### config.mk
export PLATFORM = sky130hd
export DESIGN_NAME = prp_rotate
export DESIGN_NICKNAME = d
export VERILOG_FILES = /design/src/hw/rtl/point_rotate_project_unit_defines.svh /design/src/hw/rtl/prp_pkg.sv /design/src/hw/rtl/prp_rotate.sv
export SDC_FILE = /design/constraint.sdc
export NUM_CORES = 2
export LEC_CHECK = 0
export BUFFER_PORTS_ARGS = -buffer_cell sky130_fd_sc_hd__buf_2
export CORE_ASPECT_RATIO = 0.5
export CORE_MARGIN = 2
export CORE_UTILIZATION = 38
export CTS_BUF_LIST = sky130_fd_sc_hd__clkbuf_16
export DETAILED_ROUTE_END_ITERATION = 8
export HOLD_SLACK_MARGIN = 0.03
export SLEW_MARGIN = 25
export SYNTH_ARGS = -nofsm -noshare
export SYNTH_HDL_FRONTEND = slang
export SYNTH_SLANG_ARGS = --single-unit
export TNS_END_PERCENT = 20
### constraint.sdc
create_clock -name clk -period 13.2 [get_ports clk]
set_clock_uncertainty 0.1 [all_clocks]
set_input_delay 1.98 -clock clk [delete_from_list [all_inputs] [get_ports clk]]
set_output_delay 1.98 -clock clk [all_outputs]
set_load 0.1 [all_outputs]
### src/hw/rtl/point_rotate_project_unit_defines.svh
// Assertion macros shared by the point rotate/project RTL.
// Each macro expects clk and rst (synchronous, active high) in scope.
`ifndef POINT_ROTATE_PROJECT_UNIT_DEFINES_SVH
`define POINT_ROTATE_PROJECT_UNIT_DEFINES_SVH

// Same-cycle implication, disabled during reset.
`define PRP_ASSERT_IMPLY(lbl, ante, cons, msg) \
  lbl: assert property (@(posedge clk) disable iff (rst) (ante) |-> (cons)) else $error(msg);

// Next-cycle implication, disabled during reset.
`define PRP_ASSERT_NEXT(lbl, ante, cons, msg) \
  lbl: assert property (@(posedge clk) disable iff (rst) (ante) |=> (cons)) else $error(msg);

`endif

### src/hw/rtl/prp_pkg.sv
// Shared constants, register codes and sine table generator for the point
// rotate/project pipeline. No dependencies.
`default_nettype none

package prp_pkg;

  localparam int ANGLE_BITS_DEF     = 10;
  localparam int TRIG_FRAC_BITS_DEF = 14;
  localparam int COORD_BITS_DEF     = 24;

  // Field and register widths
  localparam int COL_W      = 12;
  localparam int ROW_W      = 12;
  localparam int HGT_W      = 16;
  localparam int ZOOM_W     = 8;
  localparam int HSCALE_W   = 8;
  localparam int CENTER_W   = 20;
  localparam int OFFSET_W   = 21;
  localparam int CFG_IDX_W  = 3;
  localparam int IN_TDATA_W = 40;

  // Internal datapath widths
  localparam int XY0_W = COL_W + ZOOM_W + 1;   // scaled x/y minus center
  localparam int Z0_W  = HGT_W + HSCALE_W;     // scaled height
  localparam int ROT_W = 26;                   // coordinates after each rotation
  localparam int ISO_W = 28;                   // after isometric projection
  localparam int FIN_W = ISO_W + 1;            // after screen offset

  typedef enum logic [CFG_IDX_W-1:0] {
    REG_ZOOM         = 3'd0,
    REG_HEIGHT_SCALE = 3'd1,
    REG_CENTER_X     = 3'd2,
    REG_CENTER_Y     = 3'd3,
    REG_ANGLES       = 3'd4,
    REG_ISO_MODE     = 3'd5,
    REG_SCREEN_X_OFF = 3'd6,
    REG_SCREEN_Y_OFF = 3'd7
  } cfg_reg_t;

  localparam longint unsigned Q30_ONE       = 64'd1 << 30;
  localparam longint unsigned HALF_PI_Q30   = 64'd1686629713;
  localparam longint unsigned ISO_ANGLE_Q30 = 64'd562210145;

  // sin of a Q30 angle in [0, pi/2], Taylor form, rounded to frac_bits
  function automatic longint unsigned trig_q30(input longint unsigned x,
                                               input int frac_bits);
    longint unsigned x2;
    longint unsigned t;
    longint unsigned s;
    x2 = (x * x) >> 30;
    t  = Q30_ONE;
    t  = Q30_ONE - (((x2 * t) >> 30) / 110);
    t  = Q30_ONE - (((x2 * t) >> 30) / 72);
    t  = Q30_ONE - (((x2 * t) >> 30) / 42);
    t  = Q30_ONE - (((x2 * t) >> 30) / 20);
    t  = Q30_ONE - (((x2 * t) >> 30) / 6);
    s  = (x * t) >> 30;
    if (s > Q30_ONE) s = Q30_ONE;
    s = (s + (64'd1 << (29 - frac_bits))) >> (30 - frac_bits);
    return s;
  endfunction

  // Q30 angle of step r within a quadrant
  function automatic longint unsigned quarter_angle(input longint unsigned r,
                                                    input int angle_bits);
    return (r * HALF_PI_Q30) >> (angle_bits - 2);
  endfunction

endpackage

`default_nettype wire

### src/hw/rtl/prp_rotate.sv
// Two-stage plane rotation: u' = trunc(u*c + v*s), v' = trunc(v*c - u*s),
// truncating toward zero. Carries a side payload alongside. Uses prp_pkg.
`default_nettype none

module prp_rotate #(
  parameter int TRIG_FRAC_BITS = prp_pkg::TRIG_FRAC_BITS_DEF,
  parameter int PASS_W         = prp_pkg::ROT_W
) (
  input  logic                              clk,
  input  logic                              rst,
  input  logic                              in_valid,
  output logic                              in_ready,
  input  logic signed [prp_pkg::ROT_W-1:0]  u,
  input  logic signed [prp_pkg::ROT_W-1:0]  v,
  input  logic signed [TRIG_FRAC_BITS+1:0]  c,
  input  logic signed [TRIG_FRAC_BITS+1:0]  s,
  input  logic [PASS_W-1:0]                 pass_in,
  output logic                              out_valid,
  input  logic                              out_ready,
  output logic signed [prp_pkg::ROT_W-1:0]  u_out,
  output logic signed [prp_pkg::ROT_W-1:0]  v_out,
  output logic [PASS_W-1:0]                 pass_out
);
  import prp_pkg::*;

  localparam int TW = TRIG_FRAC_BITS + 2;
  localparam int PW = ROT_W + TW;
  localparam int SW = PW + 1;
  localparam logic signed [SW-1:0] BIAS = SW'((64'd1 << TRIG_FRAC_BITS) - 64'd1);

  logic                 va;
  logic                 rdy_a;
  logic                 rdy_b;
  logic signed [PW-1:0] p_uc;
  logic signed [PW-1:0] p_vs;
  logic signed [PW-1:0] p_vc;
  logic signed [PW-1:0] p_us;
  logic [PASS_W-1:0]    pass_a;

  assign rdy_b    = !out_valid || out_ready;
  assign rdy_a    = !va || rdy_b;
  assign in_ready = rdy_a;

  // Stage A: four products
  always_ff @(posedge clk) begin
    if (rst) begin
      va <= 1'b0;
    end else if (rdy_a) begin
      va <= in_valid;
    end
  end

  always_ff @(posedge clk) begin
    if (rdy_a && in_valid) begin
      p_uc   <= PW'(u) * PW'(c);
      p_vs   <= PW'(v) * PW'(s);
      p_vc   <= PW'(v) * PW'(c);
      p_us   <= PW'(u) * PW'(s);
      pass_a <= pass_in;
    end
  end

  // Stage B: sums, truncate toward zero
  logic signed [SW-1:0] su;
  logic signed [SW-1:0] sv;
  logic signed [SW-1:0] su_adj;
  logic signed [SW-1:0] sv_adj;

  assign su     = SW'(p_uc) + SW'(p_vs);
  assign sv     = SW'(p_vc) - SW'(p_us);
  assign su_adj = su[SW-1] ? su + BIAS : su;
  assign sv_adj = sv[SW-1] ? sv + BIAS : sv;

  always_ff @(posedge clk) begin
    if (rst) begin
      out_valid <= 1'b0;
    end else if (rdy_b) begin
      out_valid <= va;
    end
  end

  always_ff @(posedge clk) begin
    if (rdy_b && va) begin
      u_out    <= ROT_W'(su_adj >>> TRIG_FRAC_BITS);
      v_out    <= ROT_W'(sv_adj >>> TRIG_FRAC_BITS);
      pass_out <= pass_a;
    end
  end

endmodule

`default_nettype wire

==> Implementation_results.wiki <==
{| class="wikitable"
! Metric !! Value
|-
| Post-synthesis to final-layout area growth || 6.38%
|-
| Number of buffer and inverter instances along the worst setup path || 5
|-
| Type of origin of the critical path || input pin
|-
| First-pass DRT Iterations || 5
|-
| Synthesized flop and latch total || 274
|-
| Average cell area after synthesis || slightly above 9 um^2
|-
| Endpoint with the worst hold slack || pass_out[20]$_DFFE_PP_
|-
| Critical Path End Type || flip-flop
|-
| Final setup violation count || 0
|-
| Routed wire length || roughly 190 mm
|-
| Clock slew at reported path FFs || about 60 ps
|-
| Row count || about 110
|-
| Overall Global Routing Usage || 0.201
|-
| Most common library cell in the layout ignoring fill and taps || sky130_fd_sc_hd__inv_1
|-
| Minimum period implied by the final worst setup slack || 10040 ps
|-
| Setup slack of the worst register-to-register path || 6830 ps
|-
| Post-synth EDFFs || 272
|-
| Reg2Reg Depth || 18
|-
| Setup slack after layout || 3160 ps
|-
| Mean number of vias per cell || 4.94
|-
| Critical-path cell with the highest stage delay || sky130_fd_sc_hd__buf_2
|-
| Slew HR || 0.215
|-
| Weighted congestion reported at the end of routability-driven placement || between 0.8 and 0.9
|-
| Cell count after synthesis || 7772
|-
| Cell mode on critical path || sky130_fd_sc_hd__fa_1
|-
| Max incr delay on CP || 740 ps
|-
| CTS tree || yes
|-
| Number of warning messages in the yosys log || 0
|-
| Final number of hold-violating endpoints || 0
|-
| Routed wire length per instance || roughly 18 um
|-
| Clock latency at the later pin of the worst-skew pair || 650 ps
|-
| CTS Root Cell || sky130_fd_sc_hd__clkbuf_16
|-
| Synth cell types || 82
|-
| Fin crit share || 0.761
|-
| Via count || between 50k and 60k
|-
| I/O pin count || between 150 and 200
|-
| Setup TNS || 0 ps
|-
| Floorplan die width || around 620 um
|-
| H-tree depth reported by CTS || 2
|-
| Post-Syn Nets || 9988
|-
| Count of antenna-violating nets left after detailed routing || 0
|-
| Main synth FF type || sky130_fd_sc_hd__edfxtp_1
|-
| Path class of the lowest-slack min-delay path || flip-flop to flip-flop
|-
| Total DRC errors in the routed layout || 0
|-
| Unrepaired setup endpoints after global routing || false
|-
| Post-layout nets || ~9.9k
|-
| Largest net degree at the start of global routing || approximately 70
|-
| Max-slew violation count || 0
|-
| HPWL after detailed placement || roughly 140 mm
|-
| CP arrival || about 10000 ps
|-
| Initial core utilization || 0.382
|-
| Count of fill cells added during filler insertion || 19.0k
|-
| Fraction of final layout cells with drive strength greater than 1 || 0.0466
|-
| Worst path required time || 13470 ps
|-
| Fraction of registers with async set/reset || 0
|-
| First-pass GRT wire length || 305 mm
|-
| Number of antenna violations at the first check in global routing || 12
|-
| Setup repair bufs after CTS || 0
|-
| PostCTS Resize Cnt || 0
|-
| Global route overflow || 0
|-
| Top fanout value on the critical path || 31
|-
| TritonCTS Sinks || 274
|-
| Mapped cell area || 72500 um^2
|-
| Status || finished, final reports clean
|-
| Die Height || 313 um
|-
| Simple-Gate Fraction of Synth Area || 0.148
|-
| Max Clock Freq || 99.6 MHz
|-
| Count of cells along the worst hold path || 0
|-
| Leading cell types in the layout, fill and taps excluded || 1908 x sky130_fd_sc_hd__inv_1, 1610 x sky130_fd_sc_hd__fa_1, 999 x sky130_fd_sc_hd__nand2_1
|-
| Kind of cell adding the most delay to the critical path || compound AO/OA/AOI/OAI gates
|-
| Placeable core region || between 150000 and 200000 um^2
|-
| Slew at the pin closest to its max-slew limit || 1150 ps
|-
| Count of buffers from port buffering || 193
|-
| Mux cell area share after synthesis || 0.000293
|-
| Vias in the first global route || 53.7k
|-
| CTS Hold Bufs || 0
|-
| Portion of the post-synthesis area used by sequential elements || 0.113
|-
| Worst slack at placement || 2750 ps
|-
| DR iter-0 viols || 3228
|-
| CTS buffer count || 38
|-
| Compound-Gate Fraction of Synth Area || 0.0571
|-
| Largest family of logic cells by synthesized area || adder cells
|-
| RR Startpoint || p_vc[0]$_DFFE_PP_
|-
| Hold path start || pass_a[20]$_DFFE_PP_
|-
| FF-to-FF End || v_out[23]$_DFFE_PP_
|-
| Adder-cell share of the synthesized area || 0.529
|-
| Maximum clock insertion buffer count || 3
|-
| Number of maximum-capacitance violations || 0
|-
| Xor and xnor fraction of the mapped netlist area || 0.0350
|-
| Critical Setup Path Class || input pin to flip-flop
|-
| Die ar. || 195000 um^2
|}
[registers in the layout, indices dropped and copies added (netlist names)]
signal,count
p_uc,42
v_out,26
va,1
p_vc,42
p_vs,42
pass_a,26
u_out,26
pass_out,26
p_us,42
out_valid,1
[through the flow]
step	instance area, um^2	hold WS (ps)	cells	util
floorplan	72500	300	7772	-
global placement	75800	301	10200	0.400
detailed placement	75800	305	10200	0.400
CTS	77100	318	10300	0.406
global route	77100	320	10300	0.407
finish	77100	318	10300	0.407
[cells in the mapped netlist, types with 7 or more instances]
| master | instances | area share |
|---|---|---|
| sky130_fd_sc_hd__or3_1 | 14 | 0.0012 |
| sky130_fd_sc_hd__nor4_1 | 10 | 0.00086 |
| sky130_fd_sc_hd__and4_1 | 8 | 0.00097 |
| sky130_fd_sc_hd__xnor2_1 | 198 | 0.024 |
| sky130_fd_sc_hd__nor3_1 | 40 | 0.0028 |
| sky130_fd_sc_hd__inv_1 | 1905 | 0.099 |
| sky130_fd_sc_hd__nand3_1 | 53 | 0.0037 |
| sky130_fd_sc_hd__clkbuf_1 | 345 | 0.018 |
| sky130_fd_sc_hd__a31oi_1 | 16 | 0.0014 |
| sky130_fd_sc_hd__a21oi_1 | 200 | 0.014 |
| sky130_fd_sc_hd__and3_1 | 25 | 0.0022 |
| sky130_fd_sc_hd__o211ai_1 | 9 | 0.00093 |
| sky130_fd_sc_hd__a2111oi_0 | 9 | 0.0011 |
| sky130_fd_sc_hd__xor2_1 | 92 | 0.011 |
| sky130_fd_sc_hd__nor3b_1 | 8 | 0.00083 |
| sky130_fd_sc_hd__and2_1 | 676 | 0.058 |
| sky130_fd_sc_hd__o21a_1 | 40 | 0.0041 |
| sky130_fd_sc_hd__o31ai_1 | 10 | 0.0010 |
| sky130_fd_sc_hd__nor2b_1 | 29 | 0.0025 |
| sky130_fd_sc_hd__a21o_1 | 127 | 0.013 |
| sky130_fd_sc_hd__nor2_1 | 232 | 0.012 |
| sky130_fd_sc_hd__ha_1 | 492 | 0.085 |
| sky130_fd_sc_hd__fa_1 | 1610 | 0.44 |
| sky130_fd_sc_hd__nand4_1 | 23 | 0.0020 |
| sky130_fd_sc_hd__edfxtp_1 | 272 | 0.11 |
| sky130_fd_sc_hd__or2_2 | 7 | 0.00060 |
| sky130_fd_sc_hd__nand2b_1 | 53 | 0.0046 |
| sky130_fd_sc_hd__nand2_1 | 999 | 0.052 |
| sky130_fd_sc_hd__a211oi_1 | 18 | 0.0019 |
| sky130_fd_sc_hd__o21bai_1 | 35 | 0.0036 |
| sky130_fd_sc_hd__o21ai_0 | 102 | 0.0070 |
[layer usage]
metal  global-route usage  share of wire
met1                0.276           0.44
met5                    0        0.00030
met4               0.0648          0.035
met2                0.319           0.45
met3               0.0431          0.076
[final cells by class]
cell class | instances | area (um^2) | area share
multi-input combinational | 5235 | 55800 | 0.724
sequential | 274 | 8210 | 0.106
inverter | 1908 | 7160 | 0.0929
tap | 2530 | 3170 | 0.0410
timing repair buffer | 266 | 1520 | 0.0197
clock buffer | 38 | 951 | 0.0123
clock inverter | 31 | 302 | 0.00391
antenna | 5 | 12.5 | 0.000162
[how the worst max path moves through the flow]
stage,startpoint,endpoint,slack [ps],cells after the start
after floorplan,s[1],p_us[39]$_DFFE_PP_,4330,27
after global placement,c[15],p_uc[40]$_DFFE_PP_,2820,23
after detailed placement,s[7],p_us[39]$_DFFE_PP_,2750,27
after CTS,s[7],p_us[39]$_DFFE_PP_,3370,27
after global routing,s[7],p_us[39]$_DFFE_PP_,2760,27
final,s[7],p_us[39]$_DFFE_PP_,3160,27
[cells by family after synthesis]
| family | Yosys count |
|---|---|
| muxes | 2 |
| AOI/OAI and AO/OA | 639 |
| and+or+nand+nor | 2202 |
| adders and majority gates | 2102 |
| xor gates and xnor gates | 290 |
| buffers and inverters | 2263 |
| DFF | 274 |
Power is not shown: default switching activity piles up to over one toggle a cycle in this logic, so the estimate is an artifact.
