File: src/hw/rtl/point_rotate_project_unit_defines.svh
// Assertion macros shared by the point rotate/project RTL.
// Each macro expects clk and rst (synchronous, active high) in scope.
`ifndef POINT_ROTATE_PROJECT_UNIT_DEFINES_SVH
`define POINT_ROTATE_PROJECT_UNIT_DEFINES_SVH

// Same-cycle implication, disabled during reset.
`define PRP_ASSERT_IMPLY(lbl, ante, cons, msg) \
  lbl: assert property (@(posedge clk) disable iff (rst) (ante) |-> (cons)) else $error(msg);

// Next-cycle implication, disabled during reset.
`define PRP_ASSERT_NEXT(lbl, ante, cons, msg) \
  lbl: assert property (@(posedge clk) disable iff (rst) (ante) |=> (cons)) else $error(msg);

`endif

File: src/hw/rtl/prp_pkg.sv
// Shared constants, register codes and sine table generator for the point
// rotate/project pipeline. No dependencies.
`default_nettype none

package prp_pkg;

  localparam int ANGLE_BITS_DEF     = 10;
  localparam int TRIG_FRAC_BITS_DEF = 14;
  localparam int COORD_BITS_DEF     = 24;

  // Field and register widths
  localparam int COL_W      = 12;
  localparam int ROW_W      = 12;
  localparam int HGT_W      = 16;
  localparam int ZOOM_W     = 8;
  localparam int HSCALE_W   = 8;
  localparam int CENTER_W   = 20;
  localparam int OFFSET_W   = 21;
  localparam int CFG_IDX_W  = 3;
  localparam int IN_TDATA_W = 40;

  // Internal datapath widths
  localparam int XY0_W = COL_W + ZOOM_W + 1;   // scaled x/y minus center
  localparam int Z0_W  = HGT_W + HSCALE_W;     // scaled height
  localparam int ROT_W = 26;                   // coordinates after each rotation
  localparam int ISO_W = 28;                   // after isometric projection
  localparam int FIN_W = ISO_W + 1;            // after screen offset

  typedef enum logic [CFG_IDX_W-1:0] {
    REG_ZOOM         = 3'd0,
    REG_HEIGHT_SCALE = 3'd1,
    REG_CENTER_X     = 3'd2,
    REG_CENTER_Y     = 3'd3,
    REG_ANGLES       = 3'd4,
    REG_ISO_MODE     = 3'd5,
    REG_SCREEN_X_OFF = 3'd6,
    REG_SCREEN_Y_OFF = 3'd7
  } cfg_reg_t;

  localparam longint unsigned Q30_ONE       = 64'd1 << 30;
  localparam longint unsigned HALF_PI_Q30   = 64'd1686629713;
  localparam longint unsigned ISO_ANGLE_Q30 = 64'd562210145;

  // sin of a Q30 angle in [0, pi/2], Taylor form, rounded to frac_bits
  function automatic longint unsigned trig_q30(input longint unsigned x,
                                               input int frac_bits);
    longint unsigned x2;
    longint unsigned t;
    longint unsigned s;
    x2 = (x * x) >> 30;
    t  = Q30_ONE;
    t  = Q30_ONE - (((x2 * t) >> 30) / 110);
    t  = Q30_ONE - (((x2 * t) >> 30) / 72);
    t  = Q30_ONE - (((x2 * t) >> 30) / 42);
    t  = Q30_ONE - (((x2 * t) >> 30) / 20);
    t  = Q30_ONE - (((x2 * t) >> 30) / 6);
    s  = (x * t) >> 30;
    if (s > Q30_ONE) s = Q30_ONE;
    s = (s + (64'd1 << (29 - frac_bits))) >> (30 - frac_bits);
    return s;
  endfunction

  // Q30 angle of step r within a quadrant
  function automatic longint unsigned quarter_angle(input longint unsigned r,
                                                    input int angle_bits);
    return (r * HALF_PI_Q30) >> (angle_bits - 2);
  endfunction

endpackage

`default_nettype wire

File: src/hw/rtl/prp_scale.sv
// Entry stage: scales column/row/height, subtracts centers and looks up the
// sine/cosine pairs of the three rotation angles. Uses prp_pkg.
`default_nettype none

module prp_scale #(
  parameter int ANGLE_BITS     = prp_pkg::ANGLE_BITS_DEF,
  parameter int TRIG_FRAC_BITS = prp_pkg::TRIG_FRAC_BITS_DEF
) (
  input  logic                                  clk,
  input  logic                                  rst,
  input  logic                                  in_valid,
  output logic                                  in_ready,
  input  logic [prp_pkg::COL_W-1:0]             map_col,
  input  logic [prp_pkg::ROW_W-1:0]             map_row,
  input  logic signed [prp_pkg::HGT_W-1:0]      map_height,
  input  logic [prp_pkg::ZOOM_W-1:0]            zoom,
  input  logic [prp_pkg::HSCALE_W-1:0]          height_scale,
  input  logic [prp_pkg::CENTER_W-1:0]          center_x,
  input  logic [prp_pkg::CENTER_W-1:0]          center_y,
  input  logic [3*ANGLE_BITS-1:0]               rotation_angles,
  output logic                                  out_valid,
  input  logic                                  out_ready,
  output logic signed [prp_pkg::ROT_W-1:0]      x,
  output logic signed [prp_pkg::ROT_W-1:0]      y,
  output logic signed [prp_pkg::ROT_W-1:0]      z,
  output logic signed [TRIG_FRAC_BITS+1:0]      cos_z,
  output logic signed [TRIG_FRAC_BITS+1:0]      nsin_z,
  output logic signed [TRIG_FRAC_BITS+1:0]      cos_x,
  output logic signed [TRIG_FRAC_BITS+1:0]      sin_x,
  output logic signed [TRIG_FRAC_BITS+1:0]      cos_y,
  output logic signed [TRIG_FRAC_BITS+1:0]      sin_y
);
  import prp_pkg::*;

  localparam int QW      = ANGLE_BITS - 2;
  localparam int QUARTER = 1 << QW;
  localparam int TW      = TRIG_FRAC_BITS + 2;
  localparam int ROM_W   = TRIG_FRAC_BITS + 1;
  localparam logic [ROM_W-1:0] SIN_TOP =
    ROM_W'(trig_q30(quarter_angle(64'(QUARTER), ANGLE_BITS), TRIG_FRAC_BITS));

  // Quarter-wave sine table, built at elaboration
  logic [ROM_W-1:0] sin_rom [QUARTER];

  for (genvar g = 0; g < QUARTER; g++) begin : g_rom
    localparam longint unsigned ENTRY =
      trig_q30(quarter_angle(64'(g), ANGLE_BITS), TRIG_FRAC_BITS);
    assign sin_rom[g] = ROM_W'(ENTRY);
  end

  logic [ANGLE_BITS-1:0]   code  [3];
  logic [1:0]              quad  [3];
  logic [QW-1:0]           r     [3];
  logic [QW-1:0]           r_neg [3];
  logic signed [TW-1:0]    a_s   [3];
  logic signed [TW-1:0]    b_s   [3];
  logic signed [TW-1:0]    sn    [3];
  logic signed [TW-1:0]    cs    [3];
  logic signed [TW-1:0]    nsn_z;

  // Index 0 is the x angle, 1 the y angle, 2 the z angle
  always_comb begin
    for (int k = 0; k < 3; k++) begin
      code[k]  = rotation_angles[k*ANGLE_BITS +: ANGLE_BITS];
      quad[k]  = code[k][ANGLE_BITS-1 -: 2];
      r[k]     = code[k][QW-1:0];
      r_neg[k] = QW'(0) - r[k];
      a_s[k]   = $signed({1'b0, sin_rom[r[k]]});
      b_s[k]   = (r[k] == '0) ? $signed({1'b0, SIN_TOP}) : $signed({1'b0, sin_rom[r_neg[k]]});
      unique case (quad[k])
        2'd0: begin sn[k] = a_s[k];  cs[k] = b_s[k];  end
        2'd1: begin sn[k] = b_s[k];  cs[k] = -a_s[k]; end
        2'd2: begin sn[k] = -a_s[k]; cs[k] = -b_s[k]; end
        2'd3: begin sn[k] = -b_s[k]; cs[k] = a_s[k];  end
      endcase
    end
    nsn_z = -sn[2];
  end

  logic [COL_W+ZOOM_W-1:0]   col_prod;
  logic [ROW_W+ZOOM_W-1:0]   row_prod;
  logic signed [XY0_W-1:0]   x_sc;
  logic signed [XY0_W-1:0]   y_sc;
  logic signed [Z0_W:0]      z_full;

  assign col_prod = (COL_W+ZOOM_W)'(map_col) * (COL_W+ZOOM_W)'(zoom);
  assign row_prod = (ROW_W+ZOOM_W)'(map_row) * (ROW_W+ZOOM_W)'(zoom);
  assign x_sc     = $signed({1'b0, col_prod}) - $signed({1'b0, center_x});
  assign y_sc     = $signed({1'b0, row_prod}) - $signed({1'b0, center_y});
  assign z_full   = (Z0_W+1)'(map_height) * (Z0_W+1)'($signed({1'b0, height_scale}));

  assign in_ready = !out_valid || out_ready;

  always_ff @(posedge clk) begin
    if (rst) begin
      out_valid <= 1'b0;
    end else if (in_ready) begin
      out_valid <= in_valid;
    end
  end

  always_ff @(posedge clk) begin
    if (in_ready && in_valid) begin
      x      <= ROT_W'(x_sc);
      y      <= ROT_W'(y_sc);
      z      <= ROT_W'(z_full);
      cos_z  <= cs[2];
      nsin_z <= nsn_z;
      cos_x  <= cs[0];
      sin_x  <= sn[0];
      cos_y  <= cs[1];
      sin_y  <= sn[1];
    end
  end

endmodule

`default_nettype wire

File: config.mk
export PLATFORM = sky130hd
export DESIGN_NAME = prp_scale
export DESIGN_NICKNAME = d
export VERILOG_FILES = /design/src/hw/rtl/point_rotate_project_unit_defines.svh /design/src/hw/rtl/prp_pkg.sv /design/src/hw/rtl/prp_scale.sv
export SDC_FILE = /design/constraint.sdc
export NUM_CORES = 2
export LEC_CHECK = 0
export ABC_CLOCK_PERIOD_IN_PS = 8400
export BUFFER_PORTS_ARGS = -buffer_cell sky130_fd_sc_hd__buf_4
export CAP_MARGIN = 0
export CORE_UTILIZATION = 45
export DETAILED_ROUTE_END_ITERATION = 16
export SLEW_MARGIN = 0
export SYNTH_ARGS = -nofsm -noshare
export SYNTH_HDL_FRONTEND = slang
export SYNTH_SLANG_ARGS = --single-unit
File: constraint.sdc
create_clock -name clk -period 8.4 [get_ports clk]
set_input_delay 1.26 -clock clk [delete_from_list [all_inputs] [get_ports clk]]
set_output_delay 1.26 -clock clk [all_outputs]
set_load 0.02 [all_outputs]
==> flow_metrics.py <==
metrics = {
    "sta": {
        "clock_skew_ns": 0.01599,
        "grt_setup_unrepaired": "false",
        "max_freq_mhz": 139.0,
        "worst_slew_pin_slew_ns": 1.117,
        "finalSetupViolCount": 0,
        "worst_slack_ns": 1.207,
        "layout_min_cycle_time_ns": 7.193,
        "holdWs_ns": 0.5411,
        "relSlewSlack_pct": 24.91,
        "finalHoldViolations": 0,
        "fin_setup_tns_ns": 0,
        "final_max_slew_viol_count": 0,
        "finalCritPeriodShare_pct": 85.63,
    },
    "synthesis": {
        "syn_avg_cell_area_um2": 7.290,
        "synthArstFlopShare_pct": 0,
        "synth_cells": 6429,
        "netlist_area_mm2": 0.04687,
        "yosys_warnings": 0,
        "ys_seq_area_share_pct": 10.49,
        "synth_cell_type_count": 112,
        "syn_nets": 7092,
        "synth_seq_cells": 164,
        "synth-edff-count": 163,
        "synth_flop_cell": "edfxtp_1",
    },
    "min_path": {
        "min_path_type": "reg2reg",
        "holdCritStartpoint": "out_valid$_SDFFE_PP0N_",
        "whs_path_depth": 2,
        "holdPathEnd": "out_valid$_SDFFE_PP0N_",
    },
    "power": {
        "power.switching_uw": 4594,
        "p_int_uw": 4219,
        "clock_power_share_pct": 10.3,
        "power_density_mw_per_mm2": 173.7,
        "p_seq_share_pct": 16.4,
        "leakage_uw": 0.02071,
        "combPwrFrac_pct": 73.3,
        "swShare_pct": 52.13,
        "irDropWorstVdd_uv": 149.3,
    },
    "floorplanning": {
        "dieArea_mm2": 0.1054,
        "io_pins": 306,
        "die_y_um": 324.7,
        "chipWidth_um": 324.7,
        "core_area_mm2": 0.1033,
        "start_util_pct": 45.35,
        "rows": 118,
    },
    "critical_path": {
        "cp-start-kind": "input port",
        "arrival_ns": 7.46,
        "reg2reg_depth": 3,
        "crit_required_ns": 8.67,
        "crit_type": "in2reg",
        "path_cells": "buf_4 > inv_1 > ha_1 > buf_4 > nand2b_1 > a311oi_2 > a221oi_1 > nor2_1 > or4_1 > a32oi_1 > or4b_4 > or3_1 > o211ai_1 > a2111oi_0 > nand4_2 > nor4_2 > xor2_1",
        "end_kind": "register",
        "rr_startpoint": "out_valid$_SDFFE_PP0N_",
        "rrSetupSlack_ns": 5.99,
        "slowest_stage": "nand2b_1",
        "worst_path_most_repeated_cell": "buf_4",
        "cp_slowest_stage_delay_ns": 0.84,
        "worst_r2r_endpoint": "cos_z[15]$_DFFE_PP_",
        "crit_fanout": 24,
    },
    "global_routing": {
        "met1_usage_pct": 51.44,
        "gr-total-overflow": 0,
        "grt_start_max_net_pins": 121,
        "first_global_vias": 49880,
        "use_met2_pct": 58.07,
        "use_met3_pct": 8.476,
        "grt_usage_pct": 38.78,
        "busiest_layer": "met2",
        "grt_pass1_wl_um": 318000,
        "antenna_found_initial": 11,
    },
    "outcome": {
        "status": "complete, but fails checks",
        "violations": "DRC",
    },
    "routing": {
        "drc": 2,
        "wirelength_um": 211000,
        "ant_nets": 0,
        "drtPass1Iterations": 14,
        "via_per_inst": 6.853,
        "wl_per_cell_um": 27.29,
        "num_vias": 53000,
        "drt-initial-drc-count": 7970,
    },
    "final_layout": {
        "seq_area_mm2": 0.004915,
        "multiInputGateArea_mm2": 0.03752,
        "fillers": 10510,
        "design_area_mm2": 0.05073,
        "layout-drive-gt1-share_pct": 12.05,
        "syn2layout_area_growth_pct": 8.244,
        "layout_commonest_cell": "nand2_1",
        "final_cell_mix": "nand2_1 (634), nor2_1 (514), buf_4 (514)",
        "fin_nets": 6997,
    },
    "clock_tree": {
        "clockRootBuffer": "clkbuf_16",
        "cts.sinks": 164,
        "clk_path_buf_depth": 2,
        "clk_latency_ns": 0.54,
        "cts_resized": 0,
        "tritoncts": "yes",
        "cts.clk_slew.worst_paths_ns": 0.08,
        "cts_buffers": 17,
        "post_cts.repair.setup_buffers": 0,
        "holdBufCountCts": 0,
        "cts_max_level": 4,
    },
    "placement": {
        "placed_cell_area_mm2": 0.05009,
        "place_ws_ns": 0.8960,
        "gp_congestion": 1.072,
        "portBuffers": 305,
        "dp_hpwl_um": 153100,
    },
    "run": {
        "maxCapViolations": 0,
    },
}
registers in the layout, summed over array words and instances (netlist names):
register   flops
sin_x         16
y             21
cos_x         16
nsin_z        16
cos_z         16
sin_y         16
out_valid      1
cos_y         16
x             21
z             25
cell families after synthesis:
family	Yosys count	synth area share, %
flip-flops	164	10.49
buffers and inverters	1144	9.833
AND/OR/NAND/NOR	2149	22.28
adder cells (fa/ha/maj)	533	18.49
XOR/XNOR	160	3.038
AO/OA/AOI/OAI	2110	30.65
multiplexers	169	5.222
metal layers:
metal,part of all wire [%],vias to the layer above
li1,-,23150
met1,39,25340
met2,43,3730
met3,11,776
met4,6.5,4
met5,0.015,-
layout make-up:
cell class	count	area share (%)
Multi-Input combinational cell	5121	73.97
Sequential cell	164	9.688
Timing Repair Buffer	522	7.922
Inverter	508	3.759
Tap cell	1380	3.404
Clock buffer	17	0.8386
Clock inverter	15	0.3922
Antenna cell	6	0.02960
cells in the mapped netlist, drive strengths merged, types with 26 or more instances:
library cell	number	area [um^2]
a211o	33	289.0
a211oi	134	1006
a21o	38	285.3
a21oi	435	2177
a221oi	55	481.7
a22oi	30	225.2
a311oi	83	752.0
a31oi	106	675.6
and2	206	1289
and3	30	187.7
buf	236	1200
clkbuf	400	1501
edfxtp	163	4895
fa	266	5325
ha	267	3341
inv	494	1854
mux2i	87	870.8
mux4	58	1306
nand2	637	2391
nand2b	111	694.4
nand3	143	715.7
nand3b	27	206.5
nand4	27	175.2
nor2	517	1948
nor2b	91	569.3
nor3	185	953.4
nor3b	26	206.5
nor4	29	193.9
o2111ai	30	262.8
o211ai	137	1028
o21ai	475	2381
o221ai	55	481.7
o22ai	49	306.5
o311ai	84	743.2
o31ai	54	405.4
or2	32	200.2
or3	40	250.2
xnor2	118	1056
xor2	42	367.9
how the worst max path moves through the flow:
stage | start | end | slack (ns) | cells past startpoint
6_report | rotation_angles[21] | nsin_z[14]$_DFFE_PP_ | 1.21 | 17
5_1_grt | rotation_angles[21] | nsin_z[14]$_DFFE_PP_ | 1.09 | 16
4_1_cts | rotation_angles[21] | nsin_z[14]$_DFFE_PP_ | 1.48 | 16
3_5_place_dp | rotation_angles[21] | nsin_z[14]$_DFFE_PP_ | 0.90 | 16
3_3_place_gp | rotation_angles[21] | nsin_z[14]$_DFFE_PP_ | 1.06 | 17
2_1_floorplan | rotation_angles[20] | nsin_z[14]$_DFFE_PP_ | 0.53 | 28
per-stage QoR:
stage               power, uW  instances  util [%]
detailed placement       7773       7695     48.47
CTS                      8742       7727     49.07
global placement         7753       7695     48.47
global route             9502       7733     49.09
finish                   8813       7733     49.09
floorplan                5847       6429         -
power groups by stage:
stage	Clock, uW	Sequential (uW)	Combinational (uW)
5_1_grt	948	1460	7090
3_5_place_dp	0	1460	6310
2_1_floorplan	0	1660	4190
4_1_cts	929	1440	6370
6_report	909	1450	6460
3_3_place_gp	0	1460	6290
critical path: cells and delay by family:
family	cells	cell delay, ns
fa+ha+maj	1	0.49
compound gates	5	2.03
xor+xnor	1	0.10
simple gates	7	2.64
buf+inv	3	0.90
(Power assumes the default switching activity.)
