===== src/hw/rtl/point_rotate_project_unit_defines.svh =====
// Assertion macros shared by the point rotate/project RTL.
// Each macro expects clk and rst (synchronous, active high) in scope.
`ifndef POINT_ROTATE_PROJECT_UNIT_DEFINES_SVH
`define POINT_ROTATE_PROJECT_UNIT_DEFINES_SVH

// Same-cycle implication, disabled during reset.
`define PRP_ASSERT_IMPLY(lbl, ante, cons, msg) \
  lbl: assert property (@(posedge clk) disable iff (rst) (ante) |-> (cons)) else $error(msg);

// Next-cycle implication, disabled during reset.
`define PRP_ASSERT_NEXT(lbl, ante, cons, msg) \
  lbl: assert property (@(posedge clk) disable iff (rst) (ante) |=> (cons)) else $error(msg);

`endif


===== src/hw/rtl/prp_pkg.sv =====
// Shared constants, register codes and sine table generator for the point
// rotate/project pipeline. No dependencies.
`default_nettype none

package prp_pkg;

  localparam int ANGLE_BITS_DEF     = 10;
  localparam int TRIG_FRAC_BITS_DEF = 14;
  localparam int COORD_BITS_DEF     = 24;

  // Field and register widths
  localparam int COL_W      = 12;
  localparam int ROW_W      = 12;
  localparam int HGT_W      = 16;
  localparam int ZOOM_W     = 8;
  localparam int HSCALE_W   = 8;
  localparam int CENTER_W   = 20;
  localparam int OFFSET_W   = 21;
  localparam int CFG_IDX_W  = 3;
  localparam int IN_TDATA_W = 40;

  // Internal datapath widths
  localparam int XY0_W = COL_W + ZOOM_W + 1;   // scaled x/y minus center
  localparam int Z0_W  = HGT_W + HSCALE_W;     // scaled height
  localparam int ROT_W = 26;                   // coordinates after each rotation
  localparam int ISO_W = 28;                   // after isometric projection
  localparam int FIN_W = ISO_W + 1;            // after screen offset

  typedef enum logic [CFG_IDX_W-1:0] {
    REG_ZOOM         = 3'd0,
    REG_HEIGHT_SCALE = 3'd1,
    REG_CENTER_X     = 3'd2,
    REG_CENTER_Y     = 3'd3,
    REG_ANGLES       = 3'd4,
    REG_ISO_MODE     = 3'd5,
    REG_SCREEN_X_OFF = 3'd6,
    REG_SCREEN_Y_OFF = 3'd7
  } cfg_reg_t;

  localparam longint unsigned Q30_ONE       = 64'd1 << 30;
  localparam longint unsigned HALF_PI_Q30   = 64'd1686629713;
  localparam longint unsigned ISO_ANGLE_Q30 = 64'd562210145;

  // sin of a Q30 angle in [0, pi/2], Taylor form, rounded to frac_bits
  function automatic longint unsigned trig_q30(input longint unsigned x,
                                               input int frac_bits);
    longint unsigned x2;
    longint unsigned t;
    longint unsigned s;
    x2 = (x * x) >> 30;
    t  = Q30_ONE;
    t  = Q30_ONE - (((x2 * t) >> 30) / 110);
    t  = Q30_ONE - (((x2 * t) >> 30) / 72);
    t  = Q30_ONE - (((x2 * t) >> 30) / 42);
    t  = Q30_ONE - (((x2 * t) >> 30) / 20);
    t  = Q30_ONE - (((x2 * t) >> 30) / 6);
    s  = (x * t) >> 30;
    if (s > Q30_ONE) s = Q30_ONE;
    s = (s + (64'd1 << (29 - frac_bits))) >> (30 - frac_bits);
    return s;
  endfunction

  // Q30 angle of step r within a quadrant
  function automatic longint unsigned quarter_angle(input longint unsigned r,
                                                    input int angle_bits);
    return (r * HALF_PI_Q30) >> (angle_bits - 2);
  endfunction

endpackage

`default_nettype wire


===== src/hw/rtl/prp_finish.sv =====
// Tail of the pipeline: optional isometric projection, screen offsets and
// saturation into the output register. Uses prp_pkg and the assertion macros.
`default_nettype none
`include "point_rotate_project_unit_defines.svh"

module prp_finish #(
  parameter int TRIG_FRAC_BITS = prp_pkg::TRIG_FRAC_BITS_DEF,
  parameter int COORD_BITS     = prp_pkg::COORD_BITS_DEF
) (
  input  logic                                clk,
  input  logic                                rst,
  input  logic                                in_valid,
  output logic                                in_ready,
  input  logic signed [prp_pkg::ROT_W-1:0]    x,
  input  logic signed [prp_pkg::ROT_W-1:0]    y,
  input  logic signed [prp_pkg::ROT_W-1:0]    z,
  input  logic                                iso_mode,
  input  logic signed [prp_pkg::OFFSET_W-1:0] screen_x_offset,
  input  logic signed [prp_pkg::OFFSET_W-1:0] screen_y_offset,
  output logic                                out_valid,
  input  logic                                out_ready,
  output logic signed [COORD_BITS-1:0]        screen_x,
  output logic signed [COORD_BITS-1:0]        screen_y,
  output logic signed [COORD_BITS-1:0]        depth
);
  import prp_pkg::*;

  localparam int TW    = TRIG_FRAC_BITS + 2;
  localparam int MW    = ROT_W + 1 + TW;
  localparam int DW    = MW + 1;
  localparam int SAT_W = ((FIN_W > COORD_BITS) ? FIN_W : COORD_BITS) + 1;

  localparam logic signed [TW-1:0] ISO_C =
    TW'(trig_q30(HALF_PI_Q30 - ISO_ANGLE_Q30, TRIG_FRAC_BITS));
  localparam logic signed [TW-1:0] ISO_S = TW'(trig_q30(ISO_ANGLE_Q30, TRIG_FRAC_BITS));
  localparam logic signed [MW-1:0] BIAS_M = MW'((64'd1 << TRIG_FRAC_BITS) - 64'd1);
  localparam logic signed [DW-1:0] BIAS_D = DW'((64'd1 << TRIG_FRAC_BITS) - 64'd1);
  localparam logic signed [SAT_W-1:0] SAT_HI =
    {{(SAT_W-COORD_BITS+1){1'b0}}, {(COORD_BITS-1){1'b1}}};
  localparam logic signed [SAT_W-1:0] SAT_LO = ~SAT_HI;

  function automatic logic [COORD_BITS-1:0] sat(input logic signed [SAT_W-1:0] val);
    logic [COORD_BITS-1:0] res;
    if (val > SAT_HI) res = SAT_HI[COORD_BITS-1:0];
    else if (val < SAT_LO) res = SAT_LO[COORD_BITS-1:0];
    else res = val[COORD_BITS-1:0];
    return res;
  endfunction

  logic va;
  logic vb;
  logic rdy_a;
  logic rdy_b;
  logic rdy_c;

  assign rdy_c     = !out_valid || out_ready;
  assign rdy_b     = !vb || rdy_c;
  assign rdy_a     = !va || rdy_b;
  assign in_ready  = rdy_a;

  // Stage A: projection products
  logic signed [ROT_W:0]    diff_xy;
  logic signed [ROT_W:0]    sum_xy;
  logic signed [MW-1:0]     pxm;
  logic signed [MW-1:0]     pym;
  logic signed [ROT_W-1:0]  x_a;
  logic signed [ROT_W-1:0]  y_a;
  logic signed [ROT_W-1:0]  z_a;

  assign diff_xy = (ROT_W+1)'(x) - (ROT_W+1)'(y);
  assign sum_xy  = (ROT_W+1)'(x) + (ROT_W+1)'(y);

  always_ff @(posedge clk) begin
    if (rst) begin
      va <= 1'b0;
    end else if (rdy_a) begin
      va <= in_valid;
    end
  end

  always_ff @(posedge clk) begin
    if (rdy_a && in_valid) begin
      pxm <= MW'(diff_xy) * MW'(ISO_C);
      pym <= MW'(sum_xy) * MW'(ISO_S);
      x_a <= x;
      y_a <= y;
      z_a <= z;
    end
  end

  // Stage B: subtract depth term, truncate toward zero, pick view
  logic signed [DW-1:0]    zsh;
  logic signed [DW-1:0]    ym;
  logic signed [DW-1:0]    ym_adj;
  logic signed [MW-1:0]    xm_adj;
  logic signed [ISO_W-1:0] x_b;
  logic signed [ISO_W-1:0] y_b;
  logic signed [ROT_W-1:0] z_b;

  assign zsh    = DW'(z_a) <<< TRIG_FRAC_BITS;
  assign ym     = DW'(pym) - zsh;
  assign ym_adj = ym[DW-1] ? ym + BIAS_D : ym;
  assign xm_adj = pxm[MW-1] ? pxm + BIAS_M : pxm;

  always_ff @(posedge clk) begin
    if (rst) begin
      vb <= 1'b0;
    end else if (rdy_b) begin
      vb <= va;
    end
  end

  always_ff @(posedge clk) begin
    if (rdy_b && va) begin
      if (iso_mode) begin
        x_b <= ISO_W'(xm_adj >>> TRIG_FRAC_BITS);
        y_b <= ISO_W'(ym_adj >>> TRIG_FRAC_BITS);
      end else begin
        x_b <= ISO_W'(x_a);
        y_b <= ISO_W'(y_a);
      end
      z_b <= z_a;
    end
  end

  // Stage C: offsets and saturation into the output register
  logic signed [SAT_W-1:0] fx;
  logic signed [SAT_W-1:0] fy;
  logic signed [SAT_W-1:0] fz;

  assign fx = SAT_W'(x_b) + SAT_W'(screen_x_offset);
  assign fy = SAT_W'(y_b) + SAT_W'(screen_y_offset);
  assign fz = SAT_W'(z_b);

  always_ff @(posedge clk) begin
    if (rst) begin
      out_valid <= 1'b0;
    end else if (rdy_c) begin
      out_valid <= vb;
    end
  end

  always_ff @(posedge clk) begin
    if (rdy_c && vb) begin
      screen_x <= sat(fx);
      screen_y <= sat(fy);
      depth    <= sat(fz);
    end
  end

  `PRP_ASSERT_IMPLY(a_full_when_blocked, !in_ready, va && vb && out_valid, "stall with bubble")
  `PRP_ASSERT_NEXT(a_stage_b_drains, vb && out_ready, out_valid, "stage B item lost")
  `PRP_ASSERT_IMPLY(a_out_from_stage_b, $rose(out_valid), $past(vb), "output not from stage B")

endmodule

`default_nettype wire


===== config.mk =====
export PLATFORM = sky130hd
export DESIGN_NAME = prp_finish
export DESIGN_NICKNAME = d
export VERILOG_FILES = /design/src/hw/rtl/prp_pkg.sv /design/src/hw/rtl/prp_finish.sv
export VERILOG_INCLUDE_DIRS = /design/src /design/src/hw/rtl
export SDC_FILE = /design/constraint.sdc
export NUM_CORES = 1
export LEC_CHECK = 0
export BUFFER_PORTS_ARGS = -buffer_cell sky130_fd_sc_hd__buf_4
export CAP_MARGIN = 5
export CORE_MARGIN = 2
export CORE_UTILIZATION = 53
export CTS_BUF_LIST = sky130_fd_sc_hd__clkbuf_4 sky130_fd_sc_hd__clkbuf_8
export DETAILED_ROUTE_END_ITERATION = 12
export MAX_ROUTING_LAYER = met4
export PLACE_DENSITY = 0.76
export SYNTH_ARGS = -nofsm -noshare
export SYNTH_HDL_FRONTEND = slang
export SYNTH_SLANG_ARGS = --single-unit

===== constraint.sdc =====
create_clock -name clk -period 31.6 [get_ports clk]
set_input_delay 3.16 -clock clk [delete_from_list [all_inputs] [get_ports clk]]
set_output_delay 3.16 -clock clk [all_outputs]
set_load 0.005 [all_outputs]

==> reports/metrics.cfg, run 1 <==
[setup_path]
crit_required_ns=31.97
max_stage_delay_ns=0.54
cp-start-kind=input pin
slowest_stage=fa_1
worstPathMaxFanout=15
end_kind=register
cp.arrival_ns=12.03
crit_type=in -> reg
cpMostUsedCell=fa_1

[synth]
synth_edf_count=300
yosys.area_share.simple_pct=10.1
syn_inst=2626
synthXorXnorAreaFrac_pct=6.34
synth.distinct_cells=84
synth_fa_ha_area_share_pct=28.3
synth_compound_area_share_pct=13.8
avgSynthCellArea_um2=10.2
ys_seq_area_share_pct=33.9
synth_top_family_by_area=adder cells
synth-seq-cells=303
synth_area_um2=26800
async_flop_share_pct=0
synth_mux_area_share_pct=0.514
synth_nets=3231
synth_flop_cell=edfxtp_1
yosys_warnings=0

[cts]
cts_sinks=303
cts_root_buf=clkbuf_8
clock_path_buffers=3
cts_tree=yes
post_cts.resized_instances=0
cts_buffers=47
post-cts-setup-buffer-count=0
path_clk_slew_ns=0.07
h-tree-depth=2
ctsHoldBuffers=0
clk_latency_ns=0.60

[global_route]
grt_max_degree=83
antenna_found_initial=4
grt_pass1_vias=20200
track_usage_pct=26.0
grt_pass1_wl_um=105000
grt_overflow=0

[placement]
gp_congestion=0.942
port_buffers=198
hpwl_um=54200

[floorplan]
die_w_um=229
io_pins=199
initial_core_util_pct=53.5
coreArea_um2=50100
die_y_um=229
die-area_um2=52300
rows=82

[worst_hold_path]
hold_class=reg -> reg

[routing]
first_iter_violations=1115
viasPerCell=5.53
drt-wirelength-per-cell_um=18.5
dr.pass1.iters=5
ant_nets=0
drc=0
vias=19600
routed_wl_um=65500

[timing]
slew_violations=0
worst-slew-pin-transition_ns=1.21
min_period_ns=11.67
rsz0062_at_grt=false
finClkSkew_ns=0.0300
hold_viol=0
slew_headroom_pct=18.7
setup_viol=0
min_period_over_period_pct=36.9
max_freq_mhz=85.7
fin_tns_setup_ns=0

[layout]
nets=3432
syn2layout_area_growth_pct=12.2
drive_gt1_share_pct=11.3

[outcome]
status=finished, final reports clean

[run]
cap_violations=0

-- stage by stage --
| step | util, % | instance area [um2] | hold WS, ns | worst slack, ns | cells |
|---|---|---|---|---|---|
| 6_report | 60.0 | 30000 | 0.449 | 19.93 | 3542 |
| 5_1_grt | 60.0 | 30000 | 0.457 | 19.43 | 3542 |
| 4_1_cts | 60.0 | 30000 | 0.449 | 19.99 | 3538 |
| 3_5_place_dp | 57.9 | 29000 | 0.435 | 19.42 | 3450 |
| 3_3_place_gp | 57.9 | 29000 | 0.440 | 19.55 | 3450 |
| 2_1_floorplan | - | 26800 | 0.426 | 18.91 | 2626 |
-- logic make-up (layout without fill, tap and decap cells) --
| group | Yosys count | in the layout |
|---|---|---|
| buffers and inverters | 505 | 745 |
| multiplexers | 13 | 13 |
| XOR/XNOR | 194 | 194 |
| flip-flops | 303 | 303 |
| adder cells (fa/ha/maj) | 480 | 480 |
| AND/OR/NAND/NOR | 559 | 559 |
| other | 0 | 4 |
| AO/OA/AOI/OAI | 572 | 572 |
-- registers in the layout, indices dropped and copies added (netlist names) --
register,cells
vb,1
x_a,26
screen_x,24
screen_y,24
z_b,26
y_b,28
pxm,41
z_a,26
y_a,26
pym,27
out_valid,1
va,1
depth,24
x_b,28
-- synth_stat cells, types with 26 or more instances --
master / count / share of area (%)
inv_1: 449 / 6.3
edfxtp_1: 300 / 34
ha_1: 272 / 13
nor2_1: 219 / 3.1
fa_1: 208 / 16
a21oi_1: 182 / 3.4
o21ai_0: 112 / 2.1
xnor2_1: 109 / 3.6
nand2_1: 86 / 1.2
xor2_1: 85 / 2.8
a21o_1: 80 / 2.2
clkbuf_1: 48 / 0.67
nand3_1: 47 / 0.88
nor2b_1: 31 / 0.72
nor3_1: 28 / 0.52
o21bai_1: 26 / 0.73
-- path summary, 6_finish.rpt --
check                         start           endpoint  slack, ns  cells after the start
hold / removal    z_a[16]$_DFFE_PP_  z_b[16]$_DFFE_PP_       0.45                      0
setup / recovery               y[0]  pxm[39]$_DFFE_PP_      19.93                     34
hold reg to reg   z_a[16]$_DFFE_PP_  z_b[16]$_DFFE_PP_       0.45                      0
setup reg to reg  pym[14]$_DFFE_PP_  y_b[19]$_DFFE_PP_      27.28                     14
-- critical path, delay by kind of cell --
kind | cells | cell delay [ns]
compound gates | 15 | 3.53
fa+ha+maj | 9 | 3.91
buf+inv | 7 | 0.92
mux | 1 | 0.14
simple gates | 2 | 0.35
-- cells in the final DEF, fill, tap and decap left out, types with 23 or more instances in the layout --
cell and count:
inv_1 449, edfxtp_1 300, ha_1 272, nor2_1 218, fa_1 208, buf_4 208
a21oi_1 182, o21ai_0 112, xnor2_1 109, nand2_1 86, xor2_1 85, a21o_1 80
clkbuf_8 51, nand3_1 47, nor2b_1 30, nor3_1 28, o21bai_1 26, and3_1 24
nand4_1 23, nand2b_1 23
-- per-layer routing --
metal | part of all wire (%) | global-route usage, % | up-vias
met3 | 4.3 | 2.46 | 140
met4 | 3.6 | 9.21 | 0
met1 | 41 | 31.7 | 9437
met5 | 0 | - | -
li1 | - | - | 9453
met2 | 51 | 45.3 | 541
-- layout make-up --
type	count	area (um2)
Timing Repair Buffer	208	1560
Antenna cell	4	10.0
Sequential cell	303	9070
Clock inverter	24	225
Inverter	449	1690
Tap cell	672	841
Fill cell	4304	20000
Multi-Input combinational cell	1818	15900
Clock buffer	64	800
Power of run 1 is left out: the tool's default activity adds up to more than one toggle a clock period on the data nets, which glitch-free logic cannot reach.
==> inputs of run 2 (changes only) <==
--- a/config.mk
+++ b/config.mk
@@ -6,6 +6,7 @@
 export SDC_FILE = /design/constraint.sdc
 export NUM_CORES = 1
 export LEC_CHECK = 0
+export ABC_AREA = 1
 export BUFFER_PORTS_ARGS = -buffer_cell sky130_fd_sc_hd__buf_4
 export CAP_MARGIN = 5
 export CORE_MARGIN = 2
@@ -13,7 +14,7 @@
 export CTS_BUF_LIST = sky130_fd_sc_hd__clkbuf_4 sky130_fd_sc_hd__clkbuf_8
 export DETAILED_ROUTE_END_ITERATION = 12
 export MAX_ROUTING_LAYER = met4
-export PLACE_DENSITY = 0.76
+export PLACE_DENSITY = 0.75
 export SYNTH_ARGS = -nofsm -noshare
 export SYNTH_HDL_FRONTEND = slang
 export SYNTH_SLANG_ARGS = --single-unit
==> constraint.sdc (replaced) <==
create_clock -name clk -period 11 [get_ports clk]
set_input_delay 1.1 -clock clk [delete_from_list [all_inputs] [get_ports clk]]
set_output_delay 1.1 -clock clk [all_outputs]
set_load 0.005 [all_outputs]
==> run 2 against run 1 <==
Via count up 16%. Final cell count up 22%. Routed wire length up 17%. Global-route usage up 2.5 points. First-iteration DRC count up 21%. Synthesized cell count up 28%. Critical endpoint is now pxm[36]$_DFFE_PP_. Largest cell class unchanged. Highest routed layer unchanged.
==> reports/metrics.cfg, run 2 <==
[outcome]
status=finished, final reports clean

[worst_hold_path]
hold_class=reg -> reg

[synth]
synth_most_common_cell=inv_1
synth.distinct_cells=52
synth_top_area_share_pct=31.6
synth_flop_cell=edfxtp_1
synth_area_um2=28500
ys_seq_area_share_pct=31.8
async_flop_share_pct=0
synth_common_cells=inv_1, nand2_1, edfxtp_1, ha_1, nor2_1
syn_inst=3374
avgSynthCellArea_um2=8.46
ys_top_cells_by_area=edfxtp_1, fa_1, ha_1, inv_1, nand2_1
synth_top_area_cell=edfxtp_1
synth_edf_count=300
yosys_warnings=0
synth-seq-cells=303
synth_nets=3979

[run]
cap_violations=0

[setup_path]
end_kind=register
path_delay_family=adder cells
timing.rr.end=screen_x[10]$_SDFFCE_PN1P_
r2r_start=x_b[0]$_DFFE_PP_
crit_type=in -> reg
reg2regPathDepth=14
cp_num_buf_inv=6
worstPathMaxFanout=9
cp.arrival_ns=8.66
path_depth=30
crit_end=pxm[36]$_DFFE_PP_
rrSetupSlack_ns=7.60
cp-startpoint=y[2]
slowest_stage=xnor2_1
max_stage_delay_ns=0.56
crit_required_ns=11.35
cpMostUsedCell=a21oi_1
cp-start-kind=input pin

[timing]
max_freq_mhz=120
fin_tns_setup_ns=0
worst-slew-pin-transition_ns=1.17
min_period_ns=8.31
min_period_over_period_pct=75.5
rsz0062_at_grt=false
slew_headroom_pct=22.0
setup_viol=0
slew_violations=0
finClkSkew_ns=0.0255
hold_viol=0

[layout]
top_regs=pxm: 41 flops, x_b: 28 flops, y_b: 28 flops
largest_reg_flops=41
layout_common_cells=inv_1, nand2_1, edfxtp_1, ha_1, nor2_1
nets=4186
final_common_cell=inv_1
regMostFlops=pxm
syn2layout_area_growth_pct=11.4
drive_gt1_share_pct=9.26

[cts]
cts_sinks=303
cts_tree=yes
post-cts-setup-buffer-count=0
h-tree-depth=2
path_clk_slew_ns=0.06
clk_latency_ns=0.61
cts_buffers=47
post_cts.resized_instances=0
ctsHoldBuffers=0
cts_root_buf=clkbuf_8
clock_path_buffers=3

[routing]
ant_nets=0
vias=22800
routed_wl_um=76600
drc=0
dr.pass1.iters=6
viasPerCell=5.28
first_iter_violations=1353
drt-wirelength-per-cell_um=17.7

[floorplan]
initial_core_util_pct=53.3
die_y_um=236
die_w_um=236
io_pins=199
coreArea_um2=53500
rows=85
die-area_um2=55700

[placement]
port_buffers=198
hpwl_um=64400
gp_congestion=0.991

[global_route]
antenna_found_initial=4
grt_overflow=0
grt_max_degree=94
grt_pass1_vias=23100
track_usage_pct=28.6
grt_pass1_wl_um=121000

## run 2: cell types whose count changed after synthesis, moves of 31 or more
cell	before	now
nand2_1	86	715
inv_1	449	719
nand3_1	47	134
a21o_1	80	18
xnor2_1	109	47
a21oi_1	182	230
nor2b_1	31	0
## run 2: per-stage QoR
step | util (%) | cell area [um2] | setup WS [ns] | instances | hold slack (ns)
2_1_floorplan | - | 28500 | 3.05 | 3374 | 0.426
3_3_place_gp | 57.4 | 30700 | 2.16 | 4228 | 0.430
3_5_place_dp | 57.4 | 30700 | 2.15 | 4228 | 0.437
4_1_cts | 59.4 | 31800 | 2.77 | 4312 | 0.443
5_1_grt | 59.4 | 31800 | 2.23 | 4316 | 0.467
6_report | 59.4 | 31800 | 2.69 | 4316 | 0.444
## run 2: area by class of cell
cell class,count,area (um2)
well taps,696,871
multi-input cells,2299,16500
clock buffers,56,721
repair buffers,204,1530
flip-flops and latches,303,9070
inverters,726,2730
clock inverters,28,312
fillers,4736,21700
diodes,4,10.0
## run 2: worst min path at each step
stage | from | end | slack, ns | cells past startpoint
2_1_floorplan | z_a[10]$_DFFE_PP_ | z_b[10]$_DFFE_PP_ | 0.43 | 0
3_3_place_gp | z_b[25]$_DFFE_PP_ | depth[23]$_SDFFCE_PN0P_ | 0.43 | 0
3_5_place_dp | z_a[14]$_DFFE_PP_ | z_b[14]$_DFFE_PP_ | 0.44 | 0
4_1_cts | z_a[8]$_DFFE_PP_ | z_b[8]$_DFFE_PP_ | 0.44 | 0
5_1_grt | z_a[22]$_DFFE_PP_ | z_b[22]$_DFFE_PP_ | 0.47 | 0
6_report | z_a[8]$_DFFE_PP_ | z_b[8]$_DFFE_PP_ | 0.44 | 0
## run 2: metal layers
layer	GRT usage, %	share of wire (%)	vias to the layer above
li1	-	-	11200
met1	33.4	40	10700
met2	50.2	50	648
met3	2.75	4.7	178
met4	12.4	4.7	0
met5	-	0	-
## run 2: cells by family (layout without fill, tap and decap cells)
group / after synthesis / count (layout) / share of synthesized area (%)
buffers and inverters: 772 / 1014 / 10.4
adders and majority gates: 480 / 480 / 26.5
AOI/OAI and AO/OA: 445 / 445 / 8.66
other: 0 / 4 / 0
and+or+nand+nor: 1213 / 1213 / 17.7
DFF: 303 / 303 / 31.8
xor gates and xnor gates: 161 / 161 / 4.97
Power of run 2 is left out for the same reason.
==> inputs of run 3 (changes only) <==
--- a/config.mk
+++ b/config.mk
@@ -14,7 +14,7 @@
 export CTS_BUF_LIST = sky130_fd_sc_hd__clkbuf_4 sky130_fd_sc_hd__clkbuf_8
 export DETAILED_ROUTE_END_ITERATION = 12
 export MAX_ROUTING_LAYER = met4
-export PLACE_DENSITY = 0.75
+export PLACE_DENSITY = 0.78
 export SYNTH_ARGS = -nofsm -noshare
 export SYNTH_HDL_FRONTEND = slang
 export SYNTH_SLANG_ARGS = --single-unit
==> constraint.sdc (replaced) <==
create_clock -name clk -period 6.8 [get_ports clk]
set_input_delay 0.68 -clock clk [delete_from_list [all_inputs] [get_ports clk]]
set_output_delay 0.68 -clock clk [all_outputs]
set_load 0.005 [all_outputs]
==> run 3 against run 2 <==
Routed wire length grew 8.5%. Sequential cell count is the same. Hold slack lost 0.19 ns. Final cell count grew 8.5%. Setup slack lost 2.5 ns. Count of clock-buffer cells in the layout grew 5. Sequential share of layout area shrank 3.1 points. Die area is the same. Register-to-register slack lost 4.2 ns. Cell area grew 12%. Non-clock buffer count grew 363.
==> reports/metrics.cfg, run 3 (same netlist as run 2, synthesis figures left out) <==
[placement]
postPlaceCellArea_um2=33600
gp_congestion=1.03
hpwl_um=69400
port_buffers=198

[timing]
finClkSkew_ns=0.0352
worst-slew-pin-transition_ns=1.28
rsz0062_at_grt=true
slew_headroom_pct=14.9
slew_violations=0
min_period_over_period_pct=97.3
hold_viol=0
setup_viol=0
max_freq_mhz=151
min_period_ns=6.62
fin_tns_setup_ns=0

[layout]
n_fill_cell=4437
top_regs=pxm: 41 flops, x_b: 28 flops, y_b: 28 flops
syn2layout_area_growth_pct=24.8
final_common_cell=nand2_1
nets=4550
drive_gt1_share_pct=22.0
layout_common_cells=nand2_1, inv_1, buf_4, edfxtp_1, ha_1
seq_area_um2=9070
design_area_um2=35600
multiInputGateArea_um2=17600
largest_reg_flops=41
regMostFlops=pxm

[global_route]
grt_pass1_wl_um=129000
antenna_found_initial=3
grt_max_degree=91
grt_pass1_vias=24800
grt_overflow=0
track_usage_pct=30.6

[routing]
first_iter_violations=1338
routedLengthMet1_um=33100
dr.pass1.iters=10
vias=24400
drt-wirelength-per-cell_um=17.7
viasPerCell=5.22
wl_met3_um=3590
route.met2.wl_um=42100
routed_wl_um=83100
drc=0
ant_nets=0
top_layer=met4

[floorplan]
coreArea_um2=53500
initial_core_util_pct=53.3
rows=85
die_w_um=236
die-area_um2=55700
die_y_um=236
io_pins=199

[setup_path]
crit_type=in -> reg
worstPathMaxFanout=3
timing.rr.end=screen_x[12]$_SDFFCE_PN1P_
reg2regPathDepth=10
cp.arrival_ns=6.96
rrSetupSlack_ns=3.44
r2r_start=x_b[10]$_DFFE_PP_
crit_required_ns=7.14
slowest_stage=fa_1
cpMostUsedCell=fa_1
cp-start-kind=input pin
end_kind=register
max_stage_delay_ns=0.53

[cts]
ctsHoldBuffers=0
cts_tree=yes
path_clk_slew_ns=0.06
cts_sinks=303
clk_latency_ns=0.61
cts_root_buf=clkbuf_8
clock_path_buffers=3
h-tree-depth=2
cts_buffers=48

[worst_hold_path]
hold_class=in -> reg
min-delay-start=z[1]
hold_end=z_a[1]$_DFFE_PP_
holdPathStages=1

[outcome]
status=finished, final reports clean

[run]
cap_violations=0

run 3: cell types whose count changed in the layout (fill, tap and decap cells not counted), sizes merged:
cell,change
buf,+363
bufinv,-2
clkbuf,+5
clkinv,-2
clkinvlp,+3
diode,-1
inv,-1
run 3: worst max-delay path by stage:
stage          slack (ns)                 to  from  cells past startpoint
3_5_place_dp        -0.82  pxm[34]$_DFFE_PP_  y[0]                     29
4_1_cts             0.009  pxm[37]$_DFFE_PP_  y[0]                     33
2_1_floorplan      0.0005  pxm[40]$_DFFE_PP_  y[2]                     29
5_1_grt             -0.12  pxm[41]$_DFFE_PP_  x[0]                     33
6_report             0.18  pxm[39]$_DFFE_PP_  y[0]                     32
3_3_place_gp        -0.76  pxm[38]$_DFFE_PP_  y[0]                     30
run 3: worst max-delay path, delay by kind of cell:
kind / cells / cell delay [ns]
AOI/OAI and AO/OA: 7 / 1.04
and+or+nand+nor: 8 / 0.80
adders and majority gates: 9 / 3.43
buffers and inverters: 6 / 0.59
xor gates and xnor gates: 2 / 0.42
run 3: timing repair:
action,CTS,global route
pin swaps,20,93
gates resized for setup,32,154
buffers inserted,3,13
endpoints found under the setup margin,19,26
run 3: final cells by class:
cell class,instances,share of cell area (%)
repair buffers,567,12.0
inverters,726,7.70
diodes,3,0.0211
clock buffers,61,2.16
flip-flops and latches,303,25.5
well taps,696,2.44
multi-input cells,2299,49.5
clock inverters,26,0.745
run 3: metrics by stage:
| stage | setup slack (ns) | util (%) | hold slack [ns] | std cells |
|---|---|---|---|---|
| after floorplan | 0.000467 | - | 0.426 | 3374 |
| after global placement | -0.764 | 62.8 | 0.433 | 4577 |
| after detailed placement | -0.817 | 62.8 | 0.439 | 4577 |
| after CTS | 0.00909 | 65.1 | 0.221 | 4667 |
| after global routing | -0.119 | 66.6 | 0.218 | 4681 |
| final | 0.183 | 66.6 | 0.251 | 4681 |
run 3: metal layers:
| metal | up-vias | GRT usage (%) |
|---|---|---|
| li1 | 11900 | - |
| met1 | 11600 | 35.8 |
| met2 | 700 | 53.7 |
| met3 | 209 | 2.64 |
| met4 | 0 | 13.8 |
| met5 | - | - |
Power of run 3 is left out for the same reason.
